File: config.mk
export PLATFORM = sky130hd
export DESIGN_NAME = rtrb_front_flat
export DESIGN_NICKNAME = d
export VERILOG_FILES = /design/src/rtl/rtrb_pkg.sv /design/src/rtl/rtrb_if.sv /design/src/rtl/rtrb_front.sv /design/src/flat_wrapper.sv
export SDC_FILE = /design/constraint.sdc
export NUM_CORES = 1
export LEC_CHECK = 0
export ABC_AREA = 1
export BUFFER_PORTS_ARGS = -buffer_cell sky130_fd_sc_hd__buf_2
export CORE_ASPECT_RATIO = 0.5
export CORE_MARGIN = 5
export CORE_UTILIZATION = 35
export DETAILED_ROUTE_END_ITERATION = 12
export GPL_TIMING_DRIVEN = 0
export PLACE_DENSITY = 0.56
export SLEW_MARGIN = 40
export SYNTH_ARGS = -nofsm -noshare
export SYNTH_HDL_FRONTEND = slang
export SYNTH_SLANG_ARGS = --single-unit
File: constraint.sdc
create_clock -name clk_i -period 8.3 [get_ports clk_i]
set_input_delay 0.415 -clock clk_i [delete_from_list [all_inputs] [get_ports clk_i]]
set_output_delay 0.415 -clock clk_i [all_outputs]
set_load 0.05 [all_outputs]
File: src/rtl/rtrb_pkg.sv
// Shared types and codes for the trace record ring buffer.
package rtrb_pkg;

  typedef enum logic [1:0] {
    REQ_HEADER = 2'd0,
    REQ_VALUE  = 2'd1,
    REQ_SEND   = 2'd2,
    REQ_FLUSH  = 2'd3
  } req_e;

  typedef enum logic [2:0] {
    ST_EMPTY   = 3'd0,
    ST_SENT    = 3'd1,
    ST_BUSY    = 3'd2,
    ST_HEADER  = 3'd3,
    ST_DROP    = 3'd4,
    ST_VALUE   = 3'd5,
    ST_FLUSHED = 3'd6
  } status_e;

  // Classified request as queued between front and back.
  typedef struct packed {
    req_e        op;
    logic [31:0] word_a;  // reference word for a header, value word otherwise
    logic [31:0] word_b;  // timestamp
    logic [7:0]  count;
    logic        busy;
  } cmd_t;

endpackage

File: src/rtl/rtrb_if.sv
// Request and response channel interfaces of the trace record ring buffer.
interface rtrb_req_if;
  logic        valid;
  logic        ready;
  logic [1:0]  req_type;
  logic [31:0] ref_word;
  logic [31:0] stamp;
  logic [7:0]  value_count;
  logic [31:0] value_word;
  logic        monitor_busy;

  modport source (
    output valid, req_type, ref_word, stamp, value_count, value_word, monitor_busy,
    input  ready
  );
  modport sink (
    input  valid, req_type, ref_word, stamp, value_count, value_word, monitor_busy,
    output ready
  );
endinterface


File: src/rtl/rtrb_front.sv
// Request front end: accept, classify and queue requests for the back end.
module rtrb_front
  import rtrb_pkg::*;
(
  input  logic        clk_i,
  input  logic        rst_ni,
  rtrb_req_if.sink    req_i,
  output logic        cmd_valid_o,
  output cmd_t        cmd_o,
  input  logic        cmd_ready_i
);

  cmd_t       slot_q [2];
  logic       wr_q, wr_d;
  logic       rd_q, rd_d;
  logic [1:0] cnt_q, cnt_d;
  logic       push, pop;
  cmd_t       cmd_in;

  assign req_i.ready = (cnt_q != 2'd2);
  assign push        = req_i.valid && req_i.ready;
  assign cmd_valid_o = (cnt_q != 2'd0);
  assign pop         = cmd_valid_o && cmd_ready_i;
  assign cmd_o       = slot_q[rd_q];

  always_comb begin
    cmd_in.op     = req_e'(req_i.req_type);
    cmd_in.word_a = (req_e'(req_i.req_type) == REQ_HEADER) ? req_i.ref_word
                                                             : req_i.value_word;
    cmd_in.word_b = req_i.stamp;
    cmd_in.count  = req_i.value_count;
    cmd_in.busy   = req_i.monitor_busy;
  end

  always_comb begin
    wr_d  = push ? ~wr_q : wr_q;
    rd_d  = pop ? ~rd_q : rd_q;
    cnt_d = cnt_q;
    if (push && !pop) begin
      cnt_d = cnt_q + 2'd1;
    end else if (pop && !push) begin
      cnt_d = cnt_q - 2'd1;
    end
  end

  always_ff @(posedge clk_i or negedge rst_ni) begin
    if (!rst_ni) begin
      wr_q  <= 1'b0;
      rd_q  <= 1'b0;
      cnt_q <= 2'd0;
    end else begin
      wr_q  <= wr_d;
      rd_q  <= rd_d;
      cnt_q <= cnt_d;
    end
  end

  always_ff @(posedge clk_i) begin
    if (push) begin
      slot_q[wr_q] <= cmd_in;
    end
  end

endmodule

File: src/flat_wrapper.sv
// flat-port wrapper written by rule: the top's interface ports become plain ports
module rtrb_front_flat import rtrb_pkg::*;
  (clk_i, rst_ni, cmd_valid_o, cmd_o, cmd_ready_i, req_i_valid, req_i_req_type, req_i_ref_word, req_i_stamp, req_i_value_count, req_i_value_word, req_i_monitor_busy, req_i_ready);
  rtrb_req_if req_i_i ();
  input  logic clk_i;
  input  logic rst_ni;
  output logic cmd_valid_o;
  output cmd_t cmd_o;
  input  logic cmd_ready_i;
  input wire logic [$bits(req_i_i.valid)-1:0] req_i_valid;
  input wire logic [$bits(req_i_i.req_type)-1:0] req_i_req_type;
  input wire logic [$bits(req_i_i.ref_word)-1:0] req_i_ref_word;
  input wire logic [$bits(req_i_i.stamp)-1:0] req_i_stamp;
  input wire logic [$bits(req_i_i.value_count)-1:0] req_i_value_count;
  input wire logic [$bits(req_i_i.value_word)-1:0] req_i_value_word;
  input wire logic [$bits(req_i_i.monitor_busy)-1:0] req_i_monitor_busy;
  output wire logic [$bits(req_i_i.ready)-1:0] req_i_ready;
  assign req_i_i.valid = req_i_valid;
  assign req_i_i.req_type = req_i_req_type;
  assign req_i_i.ref_word = req_i_ref_word;
  assign req_i_i.stamp = req_i_stamp;
  assign req_i_i.value_count = req_i_value_count;
  assign req_i_i.value_word = req_i_value_word;
  assign req_i_i.monitor_busy = req_i_monitor_busy;
  assign req_i_ready = req_i_i.ready;
  rtrb_front u_core (.clk_i(clk_i), .rst_ni(rst_ni), .req_i(req_i_i), .cmd_valid_o(cmd_valid_o), .cmd_o(cmd_o), .cmd_ready_i(cmd_ready_i));
endmodule
==> Yosys cells after proc, flatten, opt, wreduce, memory -nomap -nowiden <==
Memory sizes are Yosys's and may differ from the RTL's.
Cells that the tools add are included.
{ "op_classes": {"addsub": 2, "n_bitwise": 2, "reduce_logical": 9, "eq_ne": 1, "mux": 5} }
{ "op_table": {"columns": ["operator", "count"], "rows": [
  ["32-bit 2-to-1 mux", 1],
  ["1-bit logical AND", 4],
  ["2-bit 2-to-1 mux", 2],
  ["2-bit nonzero test", 2],
  ["2-bit by 1-bit adder with 2-bit output (second input constant)", 1],
  ["1-bit logical NOT", 2],
  ["2-bit logical NOT", 1],
  ["1-bit 2-to-1 mux", 2],
  ["2-bit inequality test (second input constant)", 1],
  ["1-bit NOT", 2],
  ["2-bit by 1-bit subtractor with 2-bit output (second input constant)", 1]
]} }
{ "word_totals": {"elab_cells": 23, "ram_bits": 150, "reg_bits": 4, "mem_count": 1} }
{ "mem_list": {"columns": ["memory", "depth", "width", "read_ports", "rd_clocked_by_memory_dff", "write_ports", "line_no", "rtl"], "rows": [
  ["u_core.slot_q", 2, 75, 1, 0, 1, "rtrb_front.sv:13", "cmd_t slot_q [2];"]
]} }

==> Longest topological paths before layout <==
Gate-level depths: netlist of the first run.
{ "logic_depth": {"word_depth": 6, "ltp_mapped": 10, "mapped_depth_nobuf": 10} }

==> Worst setup path after synthesis of the first run <==
No wires, ideal clock.
{ "synth_timing": {"path_kind": "reg-to-reg", "from": "register u_core.cnt_q[0]", "to": "memory u_core.slot_q[0][0] (netlist name) (enable)", "arrival_time_ps": 4150, "setup_slack_ps": 3641, "t_required_ps": 7791, "stages_incl_launch_ff": 5, "synth_period_minus_slack_ps": 4659, "cell_sequence": "dfrtp_1 -> inv_1 -> nand2_1 -> nand2_1 -> nor2_1"} }
{ "synth_via": {"elab_chain_cells": 4} }
{ "synth_lines": {"columns": ["item", "line_no", "rtl"], "rows": [
  ["start, declared", "rtrb_front.sv:16", "logic [1:0] cnt_q, cnt_d;"],
  ["start signal, assigned", "rtrb_front.sv:54", "cnt_q <= cnt_d;"],
  ["2-bit inequality test", "rtrb_front.sv:20", "assign req_i.ready = (cnt_q != 2'd2);"],
  ["via req_i_ready", "flat_wrapper.sv:17", "output wire logic [$bits(req_i_i.ready)-1:0] req_i_ready;"],
  ["1-bit logical AND", "rtrb_front.sv:21", "assign push = req_i.valid && req_i.ready;"],
  ["1-bit 2-to-1 mux", "rtrb_front.sv:59", "if (push) begin"],
  ["1-bit 2-to-1 mux (implied by the code)", "rtrb_front.sv:60", "slot_q[wr_q] <= cmd_in;"],
  ["end, declared", "rtrb_front.sv:13", null]
]} }
The timed path passes the listed nets, and every way through them passes these cells.

==> run_results.csv, run 1 <==
group,metric,value,unit
flow_run,cap_viol_max_count,0,
clock_network,worst_setup_hold_path_clk_slew,0.06,ns
clock_network,clock_tree_from_tritoncts,"yes",
pwr,power.share.sequential,31.2,%
floorplan,core,17300,um2
setup_path,worst_setup_end_kind,"output port",
synthesis,post_synthesis_adder_cell_area_fraction,0.204,%
status,status,"completed",
global_routing,grt_first_pass_wirelength,23200,um
worst_hold_path,min_path_cells,1,
sta,timing.max_slew.rel_slack,59.5,%
synthesis,yosys_register_bits,154,
sta,clock.fmax,465,MHz
sta,tightest_slew,0.605,ns
global_routing,gr_overflow_total,0,
floorplan,core.rowCount,34,
setup_path,worst-path-max-fanout,10,
pwr,power-per-cell-area,428,nW/um2
final_layout,antenna-diode-count,0,
sta,finalHoldViolCount,0,
clock_network,clkLatencyLatePin,0.40,ns
pwr,power.share.switching,43.5,%
placement,detailedPlacementHpwl,10700,um
final_layout,filler_cell_count,1628,
global_routing,grt_start_max_net_pins,19,
worst_hold_path,source_of_the_worst_hold_timing_path,"req_i_value_count[2]",
placement,inst_count_dp,956,
pwr,ir_drop,0.178,mV
worst_hold_path,min_delay_worst_type,"input port to flip-flop",
synthesis,yosys.area_share.simple,18.7,%
setup_path,cp_data_required_time,7.89,ns
placement,buffer_ports.inserted,187,
final_layout,layout.nets,854,
final_layout,share_of_cells_above_drive_strength_1,33.0,%
synthesis,synth.cell_area,6150,um2
global_routing,antenna_found_initial,1,
setup_path,endpoint_of_the_lowest_slack_register_to_register_path,"u_core.slot_q[0][46]",
synthesis,postSynthNetCount,639,
floorplan,fp.dieW,197,um
setup_path,crit_type,"flip-flop to output port",
sta,worst_case_clock_skew,0.00885,ns
global_routing,grt_pass1_vias,4353,
clock_network,post_cts.resized_instances,0,
setup_path,critical-path-slowest-cell,"dfrtp_1",
sta,timing.final.max_slew_violations,0,
setup_path,r2r_start,"u_core.cnt_q[0]",
floorplan,die_y,104,um
setup_path,crit_path_max_incr_delay,0.37,ns
pwr,share_comb_of_total_power,44.4,%
routing,antenna_violating_nets_post_route,0,
synthesis,synthXorXnorAreaFrac,0.285,%
clock_network,cts-root-buf,"clkbuf_16",
synthesis,synth.lib_cells_used.distinct,17,
sta,fin_setup_tns,0,ns
synthesis,synthesis.area_per_instance,11.7,um2
routing,drc_violation_count_after_routing,0,
sta,final-setup-viol-count,0,
sta,layout_min_cycle_time,2.15,ns
final_layout,area_growth,34.9,%
setup_path,rrSetupSlack,6.20,ns
routing,post_drt_via_cell_ratio,4.33,
synthesis,dominant_combinational_cell_family_by_area_after_synthesis,"simple AND/OR/NAND/NOR gates",
setup_path,worstPathArrival,1.73,ns
pwr,cellInternalPower,2010,uW
synthesis,share_of_the_yosys_chip_area_belonging_to_registers,74.9,%
pwr,power.leakage,0.00368,uW
routing,drt-pass1-iter-count,4,
pwr,net-switching-power,1540,uW
synthesis,post_synth_mux_area_share,0,%
routing,initialDrtViolationCount,211,
routing,top_signal_layer_used,"met5",
setup_path,timing.critical_path.cells,"buf_2, inv_2, buf_6, buf_6, nand2_1, nand2_1, buf_2",
sta,layout_worst_path_cycle_share,25.9,%
setup_path,crit_path_start_kind,"flip-flop",
clock_network,clock_sinks,154,
clock_network,inserted_clock_buffers,17,
routing,met3_wirelength,571,um
floorplan,floorplan.io_pins,188,
floorplan,initial_core_util,35.5,%
global_routing,globalRouteTotalUtil,14.6,%
routing,routed_wire_length_per_instance,14.8,um
final_layout,number_of_standard_cells_in_the_layout_taps_in_and_fillers_out,989,
placement,place.gp.congestion,0.704,
routing,met2RoutedLength,7840,um
sta,rsz_0062_raised_after_global_routing,"no",
worst_hold_path,hold_path_end,"u_core.slot_q[0][3]",
synthesis,ys.warnings.count,0,
synthesis,fraction_of_the_mapped_netlist_area_in_compound_gates,2.61,%
synthesis,postSynthCellCount,527,
clock_network,buffer_depth_of_the_longest_clock_path,2,
routing,met1Wirelength,6110,um
pwr,clock_power_share,24.5,%
routing,dr_total_vias,4280,
clock_network,htree_num_levels,4,
setup_path,timing.reg2reg.worst_path_depth,7,
floorplan,floorplan.die_area,20500,um2
routing,route.final.wire_length,14600,um
power groups by stage:
| stage | Clock [uW] | Combinational [uW] | Sequential, uW |
|---|---|---|---|
| 3_5_place_dp | 0 | 1610 | 1120 |
| 3_3_place_gp | 0 | 1510 | 1160 |
| 5_1_grt | 928 | 1690 | 1120 |
| 6_report | 869 | 1580 | 1110 |
| 2_1_floorplan | 0 | 1120 | 1140 |
| 4_1_cts | 891 | 1610 | 1110 |
worst max-delay path by stage:
stage / start / end / slack [ns] / cells past startpoint
2_1_floorplan: u_core.cnt_q[0] / u_core.slot_q[0][0] / 3.64 / 4
3_3_place_gp: u_core.cnt_q[0] / u_core.slot_q[0][49] / 1.95 / 4
6_report: u_core.rd_q / cmd_o[53] / 6.15 / 7
5_1_grt: u_core.rd_q / cmd_o[52] / 6.02 / 6
4_1_cts: u_core.rd_q / cmd_o[53] / 6.11 / 7
3_5_place_dp: u_core.cnt_q[0] / u_core.slot_q[0][46] / 6.16 / 7
cells in the final DEF (no fill, tap or decap), types with 2 or more instances in the layout:
cell type    n
buf_16       8
buf_2      194
buf_4        8
buf_6        5
bufinv_16    6
clkbuf_1     7
clkbuf_16   17
clkinv_4     4
dfrtp_1      4
edfxtp_1   150
inv_1        6
inv_6        2
nand2_1    299
nand3_1      2
nor2_4       2
o21ai_0     32
per-layer routing:
metal,GRT usage (%),vias to the layer above
met2,26.5,74
li1,-,2183
met1,17.3,2010
met3,3.63,11
met5,0,-
met4,4.01,2
critical path: cells and delay by family, from the launching register on:
kind / cells / cell delay, ns
buffers and inverters: 5 / 0.82
AND/OR/NAND/NOR: 2 / 0.13
flip-flops: 1 / 0.37
cell families after synthesis:
| group | count (synthesis) |
|---|---|
| simple gates | 305 |
| flops | 154 |
| buf+inv | 33 |
| compound gates | 32 |
| xor+xnor | 2 |
| fa+ha+maj | 1 |
state kept, by name (all words and copies together), names as in the netlist:
name / cells
u_core.cnt_q: 2
u_core.rd_q: 1
u_core.slot_q: 150
u_core.wr_q: 1
what timing repair did:
action                                 CTS  global route
hold buffers                             1             0
buffers inserted                         0             0
endpoints found under the hold margin    4             0
setup endpoints to repair                0             0
cells in the mapped netlist (all sizes together):
cell	count	area share, %
nand2	299	18
edfxtp	150	73
o21ai	32	2.6
buf	20	2.5
inv	7	0.43
clkbuf	6	0.37
dfrtp	4	1.6
nor2	3	0.22
nand3	2	0.16
ha	1	0.20
nand4	1	0.10
xnor2	1	0.14
xor2	1	0.14
through the flow:
| step | cell area [um2] | setup WS [ns] | power (uW) | hold WS, ns | utilization [%] |
|---|---|---|---|---|---|
| 2_1_floorplan | 6150 | 3.64 | 2260 | 0.119 | - |
| 5_1_grt | 8290 | 6.02 | 3740 | 0.167 | 47.9 |
| 3_5_place_dp | 7610 | 6.16 | 2730 | 0.234 | 44.0 |
| 3_3_place_gp | 7380 | 1.95 | 2670 | 0.230 | 42.6 |
| 4_1_cts | 8290 | 6.11 | 3610 | 0.174 | 47.9 |
| 6_report | 8290 | 6.15 | 3550 | 0.194 | 47.9 |
cell type report:
| class | instances | area (um2) | area share, % |
|---|---|---|---|
| sequential | 154 | 4600 | 55.5 |
| multi-input combinational | 340 | 1360 | 16.4 |
| timing repair buffer | 196 | 1170 | 14.1 |
| clock buffer | 18 | 429 | 5.17 |
| tap | 234 | 293 | 3.53 |
| clock inverter | 14 | 244 | 2.94 |
| buffer | 26 | 174 | 2.10 |
| inverter | 7 | 26.3 | 0.317 |
No activity file was read; power rests on OpenSTA's default activity.
==> run 2: changes to the inputs <==
- ABC_AREA: 1 -> 0
- clock period: 8.3 -> 2.1 ns (I/O delays scaled with it)
==> run 2 against run 1 <==
Effect of this change: sequential power increased to 4.0 times the previous value; die area about the same; count of clock-buffer cells in the layout increased by 1; cell count decreased by 19%; highest routed layer is now met4.
==> run_results.csv, run 2 <==
group,metric,value,unit
setup_path,crit_path_max_incr_delay,0.57,ns
placement,place_ws,0.317,ns
synthesis,synth.cell_area,6150,um2
synthesis,ys.warnings.count,0,
routing,antenna_violating_nets_post_route,0,
flow_run,cap_viol_max_count,0,
synthesis,synth.most_common_cell,"edfxtp_1",
final_layout,multiInputGateArea,1480,um2
routing,dr_total_vias,3476,
sta,rsz_0062_raised_after_global_routing,"no",
global_routing,grt_start_max_net_pins,38,
setup_path,r2r_start,"u_core.cnt_q[0]",
final_layout,largest_reg_flops,150,
pwr,power.leakage,0.00344,uW
sta,timing.final.max_slew_violations,0,
sta,final_worst_setup_slack,0.121,ns
floorplan,core.rowCount,34,
setup_path,worstPathArrival,2.14,ns
setup_path,cp_data_required_time,2.26,ns
final_layout,filler_cell_count,1503,
setup_path,rrSetupSlack,0.33,ns
final_layout,sequential_cell_area,4600,um2
sta,timing.max_slew.rel_slack,75.5,%
placement,place.gp.congestion,0.694,
clock_network,clock_tree_from_tritoncts,"yes",
status,status,"completed",
floorplan,initial_core_util,35.5,%
synthesis,netlist_top_cells_count,"edfxtp_1 (150), mux2_2 (65), mux2_4 (40)",
final_layout,final_common_cell,"buf_2",
routing,post_drt_via_cell_ratio,4.32,
synthesis,postSynthNetCount,399,
setup_path,timing.reg2reg.worst_path_depth,5,
final_layout,mostFrequentLayoutCells,"buf_2 (190), edfxtp_1 (150), mux2_2 (65)",
pwr,ir_drop,0.936,mV
synthesis,share_of_the_yosys_chip_area_belonging_to_registers,74.9,%
setup_path,timing.critical_path.cells,"dlygate4sd3_1, buf_2, nor2_4, buf_4, mux2_2, dlygate4sd3_1",
sta,layout_min_cycle_time,1.98,ns
final_layout,largest-register,"u_core.slot_q",
final_layout,largest_registers,"u_core.slot_q: 150 flops, u_core.cnt_q: 2 flops",
worst_hold_path,min_delay_worst_type,"input port to asynchronous set/reset pin",
placement,standard_cell_area_after_detailed_placement,7530,um2
synthesis,yosysTopAreaCellShare,73.2,%
synthesis,yosys_register_bits,154,
global_routing,grt_use_met3,2.95,%
routing,drc_violation_count_after_routing,0,
clock_network,clkLatencyLatePin,0.41,ns
placement,detailedPlacementHpwl,8950,um
global_routing,grt_pass1_vias,3895,
global_routing,antenna_found_initial,0,
synthesis,synthesis.area_per_instance,21.4,um2
floorplan,core,17300,um2
floorplan,die_y,104,um
final_layout,design_area,8690,um2
synthesis,synthArstFlopShare,2.60,%
sta,finalHoldViolCount,0,
clock_network,buffer_depth_of_the_longest_clock_path,2,
final_layout,share_of_cells_above_drive_strength_1,60.4,%
sta,tightest_slew,0.367,ns
global_routing,grt-busiest-layer,"met2",
sta,clock.fmax,505,MHz
routing,initialDrtViolationCount,138,
global_routing,grt_first_pass_wirelength,20200,um
clock_network,htree_num_levels,4,
sta,layout_worst_path_cycle_share,94.2,%
routing,route.final.wire_length,13000,um
synthesis,postSynthCellCount,287,
global_routing,global_route.usage.met2,23.7,%
global_routing,gr_overflow_total,0,
setup_path,crit_type,"input port to flip-flop",
synthesis,synth_area_leaders,"edfxtp_1 (73%), mux2_2 (12%), mux2_4 (9.8%)",
setup_path,crit_path_start_kind,"input port",
sta,final-setup-viol-count,0,
global_routing,globalRouteTotalUtil,12.8,%
routing,routed_wire_length_per_instance,16.1,um
final_layout,area_growth,41.3,%
setup_path,critical-path-slowest-cell,"dlygate4sd3_1",
pwr,power-per-cell-area,1500,nW/um2
setup_path,worst_setup_end_kind,"flip-flop",
sta,worst_case_clock_skew,0.00677,ns
synthesis,synth_area_leader_cell,"edfxtp_1",
setup_path,worst-path-max-fanout,10,
final_layout,layout.nets,669,
placement,buffer_ports.inserted,187,
clock_network,cts-root-buf,"clkbuf_16",
clock_network,inserted_clock_buffers,17,
synthesis,synth_edf_count,150,
floorplan,floorplan.io_pins,188,
synthesis,synth_ff_type,"edfxtp_1",
setup_path,crit_path_start,"req_i_req_type[1]",
floorplan,floorplan.die_area,20500,um2
final_layout,antenna-diode-count,0,
routing,drt-pass1-iter-count,4,
clock_network,worst_setup_hold_path_clk_slew,0.06,ns
setup_path,worst_path_most_repeated_cell,"dlygate4sd3_1",
clock_network,clock_sinks,154,
global_routing,met1_usage,14.6,%
floorplan,fp.dieW,197,um
setup_path,endpoint_of_the_lowest_slack_register_to_register_path,"u_core.slot_q[0][21]",
synthesis,synth.lib_cells_used.distinct,18,
## run 2: critical path, delay by kind of cell
| family | cells | cell delay, ns |
|---|---|---|
| muxes | 1 | 0.34 |
| and+or+nand+nor | 1 | 0.20 |
| buffers and inverters | 4 | 1.49 |
## run 2: metal layers
| layer | part of all wire (%) | vias up |
|---|---|---|
| met1 | 41 | 1733 |
| met4 | 0.86 | 0 |
| li1 | - | 1671 |
| met2 | 55 | 63 |
| met3 | 3.1 | 9 |
| met5 | 0 | - |
## run 2: how the worst max path moves through the flow
stage	end	slack [ns]
6_report	u_core.slot_q[0][43]	0.12
5_1_grt	u_core.slot_q[1][43]	0.08
4_1_cts	u_core.slot_q[1][43]	0.02
3_5_place_dp	u_core.slot_q[0][22]	0.32
2_1_floorplan	u_core.slot_q[0][0]	-0.16
3_3_place_gp	u_core.slot_q[0][22]	-0.79
## run 2: cell families after synthesis
kind of cell	after synthesis	share of synthesized area [%]
xor+xnor	5	0.712
fa+ha+maj	1	0.203
buf+inv	12	1.53
flops	154	74.9
mux	107	22.0
simple gates	8	0.651
## run 2: power breakdown
| group | total (uW) | switching (uW) | leakage [uW] | internal (uW) |
|---|---|---|---|---|
| logic | 5710 | 3840 | 0.00173 | 1870 |
| registers | 4390 | 176 | 0.00144 | 4210 |
| clock network | 2970 | 1210 | 0.000268 | 1760 |
| total | 13100 | 5220 | 0.00344 | 7840 |
## run 2: metrics by stage
step	TNS, ns	total power, uW	instances	util [%]	hold WS [ns]
after global placement	-93.09	9990	708	42.8	-0.0813
after detailed placement	0	10200	714	43.5	-0.0758
after global routing	0	13600	804	50.2	0.00260
after CTS	0	13300	804	50.2	0.000802
after floorplan	-12.23	8810	287	-	-0.191
final	0	13100	804	50.2	0.0177
## run 2: final cells by class
class	count	share of cell area [%]
timing repair buffer	251	18.9
inverter	1	0.0432
tap	234	3.37
sequential	154	53.0
clock buffer	19	4.98
clock inverter	13	1.64
multi-input combinational	121	17.1
buffer	11	1.04
## run 2: timing repair
action | 4_1_cts | 5_1_grt
setup buffers | 0 | 0
hold endpoints to repair | 108 | 0
hold buffers | 58 | 0
endpoints found under the setup margin | 0 | 2
resized for setup | 0 | 1
==> run 3: changes to the inputs <==
--- a/config.mk
+++ b/config.mk
@@ -7,3 +7,3 @@
 export LEC_CHECK = 0
-export ABC_AREA = 0
+export ABC_AREA = 1
 export BUFFER_PORTS_ARGS = -buffer_cell sky130_fd_sc_hd__buf_2
--- a/constraint.sdc
+++ b/constraint.sdc
@@ -3,2 +3,2 @@
 set_output_delay 0.105 -clock clk_i [all_outputs]
-set_load 0.05 [all_outputs]
+set_load 0.1 [all_outputs]
==> run 3 against run 2 <==
Effect of this change: register-to-register slack got worse by 0.11 ns; via count grew 31%; cell count grew 32%; critical path depth is 1 higher; first-iteration DRC count grew 55%; die area is essentially flat; routed wire length rose by 18%; core utilization increased by 1.1 points.
==> run_results.csv, run 3 (synthesized netlist as in run 1, its figures left out) <==
group,metric,value,unit
sta,tightest_slew,0.526,ns
routing,post_drt_via_cell_ratio,4.31,
routing,drt-pass1-iter-count,4,
setup_path,worstPathArrival,1.90,ns
sta,fin_hold_ws,0.00495,ns
clock_network,clock_sinks,154,
final_layout,largest_reg_flops,150,
clock_network,clock_tree_from_tritoncts,"yes",
final_layout,number_of_standard_cells_in_the_layout_taps_in_and_fillers_out,1058,
clock_network,cts-root-buf,"clkbuf_16",
floorplan,floorplan.die_area,20500,um2
global_routing,gr_overflow_total,0,
setup_path,worst-path-max-fanout,10,
sta,worst_case_clock_skew,0.0103,ns
floorplan,core,17300,um2
placement,standard_cell_area_after_detailed_placement,7610,um2
sta,final-setup-viol-count,0,
final_layout,antenna-diode-count,0,
final_layout,mostFrequentLayoutCells,"nand2_1 (297), buf_2 (187), edfxtp_1 (150)",
global_routing,globalRouteTotalUtil,15.4,%
placement,place.gp.congestion,0.714,
clock_network,htree_num_levels,4,
clock_network,clkLatencyLatePin,0.41,ns
sta,finalHoldViolCount,0,
routing,drc_violation_count_after_routing,0,
floorplan,die_y,104,um
sta,fin_setup_tns,0,ns
final_layout,largest_registers,"u_core.slot_q: 150 flops, u_core.cnt_q: 2 flops",
placement,buffer_ports.inserted,187,
routing,antenna_violating_nets_post_route,0,
final_layout,share_of_cells_above_drive_strength_1,30.9,%
routing,initialDrtViolationCount,214,
final_layout,final_common_cell,"nand2_1",
global_routing,grt_first_pass_wirelength,24900,um
worst_hold_path,min_delay_worst_type,"input port to flip-flop",
sta,layout_min_cycle_time,2.00,ns
final_layout,largest-register,"u_core.slot_q",
clock_network,worst_setup_hold_path_clk_slew,0.07,ns
sta,timing.max_slew.rel_slack,65.1,%
clock_network,buffer_depth_of_the_longest_clock_path,2,
setup_path,worst_setup_end_kind,"output port",
clock_network,inserted_clock_buffers,17,
floorplan,fp.dieW,197,um
routing,met2RoutedLength,7830,um
status,status,"completed",
global_routing,grt_pass1_vias,4839,
flow_run,cap_viol_max_count,0,
placement,inst_count_dp,958,
final_layout,layout.nets,923,
routing,met3_wirelength,464,um
sta,rsz_0062_raised_after_global_routing,"no",
setup_path,crit_type,"flip-flop to output port",
sta,timing.final.max_slew_violations,0,
global_routing,grt_start_max_net_pins,19,
sta,layout_worst_path_cycle_share,95.3,%
final_layout,design_area,8870,um2
setup_path,crit_path_start_kind,"flip-flop",
global_routing,antenna_found_initial,0,
floorplan,core.rowCount,34,
routing,route.final.wire_length,15300,um
routing,routed_wire_length_per_instance,14.5,um
routing,met1Wirelength,6900,um
routing,dr_total_vias,4559,
final_layout,filler_cell_count,1548,
sta,clock.fmax,500,MHz
floorplan,floorplan.io_pins,188,
floorplan,initial_core_util,35.5,%
final_layout,area_growth,44.4,%
setup_path,cp_data_required_time,2.00,ns
routing,top_signal_layer_used,"met4",
placement,detailedPlacementHpwl,10600,um
==> run 3: layout make-up <==
class                           instances  area (um2)  area share [%]
Sequential cell                       154        4600            51.9
Clock buffer                           17         425            4.79
Buffer                                 26         174            1.96
Tap cell                              234         293            3.30
Inverter                                7        26.3           0.296
Multi-Input combinational cell        340        1390            15.7
Clock inverter                         15         140            1.58
Timing Repair Buffer                  265        1820            20.5
==> run 3: final timing paths <==
path,start,end,slack (ns),depth (start not counted)
worst max-delay path,u_core.rd_q,cmd_o[55],0.1,7
worst min-delay path,req_i_ref_word[14],u_core.slot_q[1][55],0.005,3
worst max register to register,u_core.cnt_q[0],u_core.slot_q[0][40],0.22,7
worst min register to register,u_core.cnt_q[0],u_core.cnt_q[0],0.51,1
max in group asynchronous,rst_ni,u_core.wr_q,1.94,2
min in group asynchronous,rst_ni,u_core.cnt_q[1],0.03,2
==> run 3: through the flow <==
stage,worst slack [ns],util (%)
5_1_grt,0.0000615,51.3
3_3_place_gp,-0.800,42.9
2_1_floorplan,-0.171,-
6_report,0.0986,51.3
4_1_cts,0.0497,51.2
3_5_place_dp,0.191,44.0
==> run 3: critical path, cell delays in order (launching register included) <==
cell and delay (ns):
dfrtp_1 0.36, buf_2 0.15, inv_2 0.08, buf_6 0.17
buf_6 0.16, nand2_1 0.06, nand2_1 0.07, buf_2 0.43
==> run 3: per-layer routing <==
metal,global-route usage (%),vias up
met1,19.3,2132
met4,4.60,0
met5,0,-
li1,-,2324
met2,27.3,89
met3,2.82,14
==> run 3: timing repair <==
item | CTS | global route
endpoints found under the hold margin | 126 | 0
setup endpoints to repair | 0 | 7
hold buffers | 68 | 0
resized for setup | 0 | 7
buffers inserted | 0 | 0
Power of run 3 is left out: the tool's default activity adds up to more than one toggle a clock period on the data nets, which glitch-free logic cannot reach.
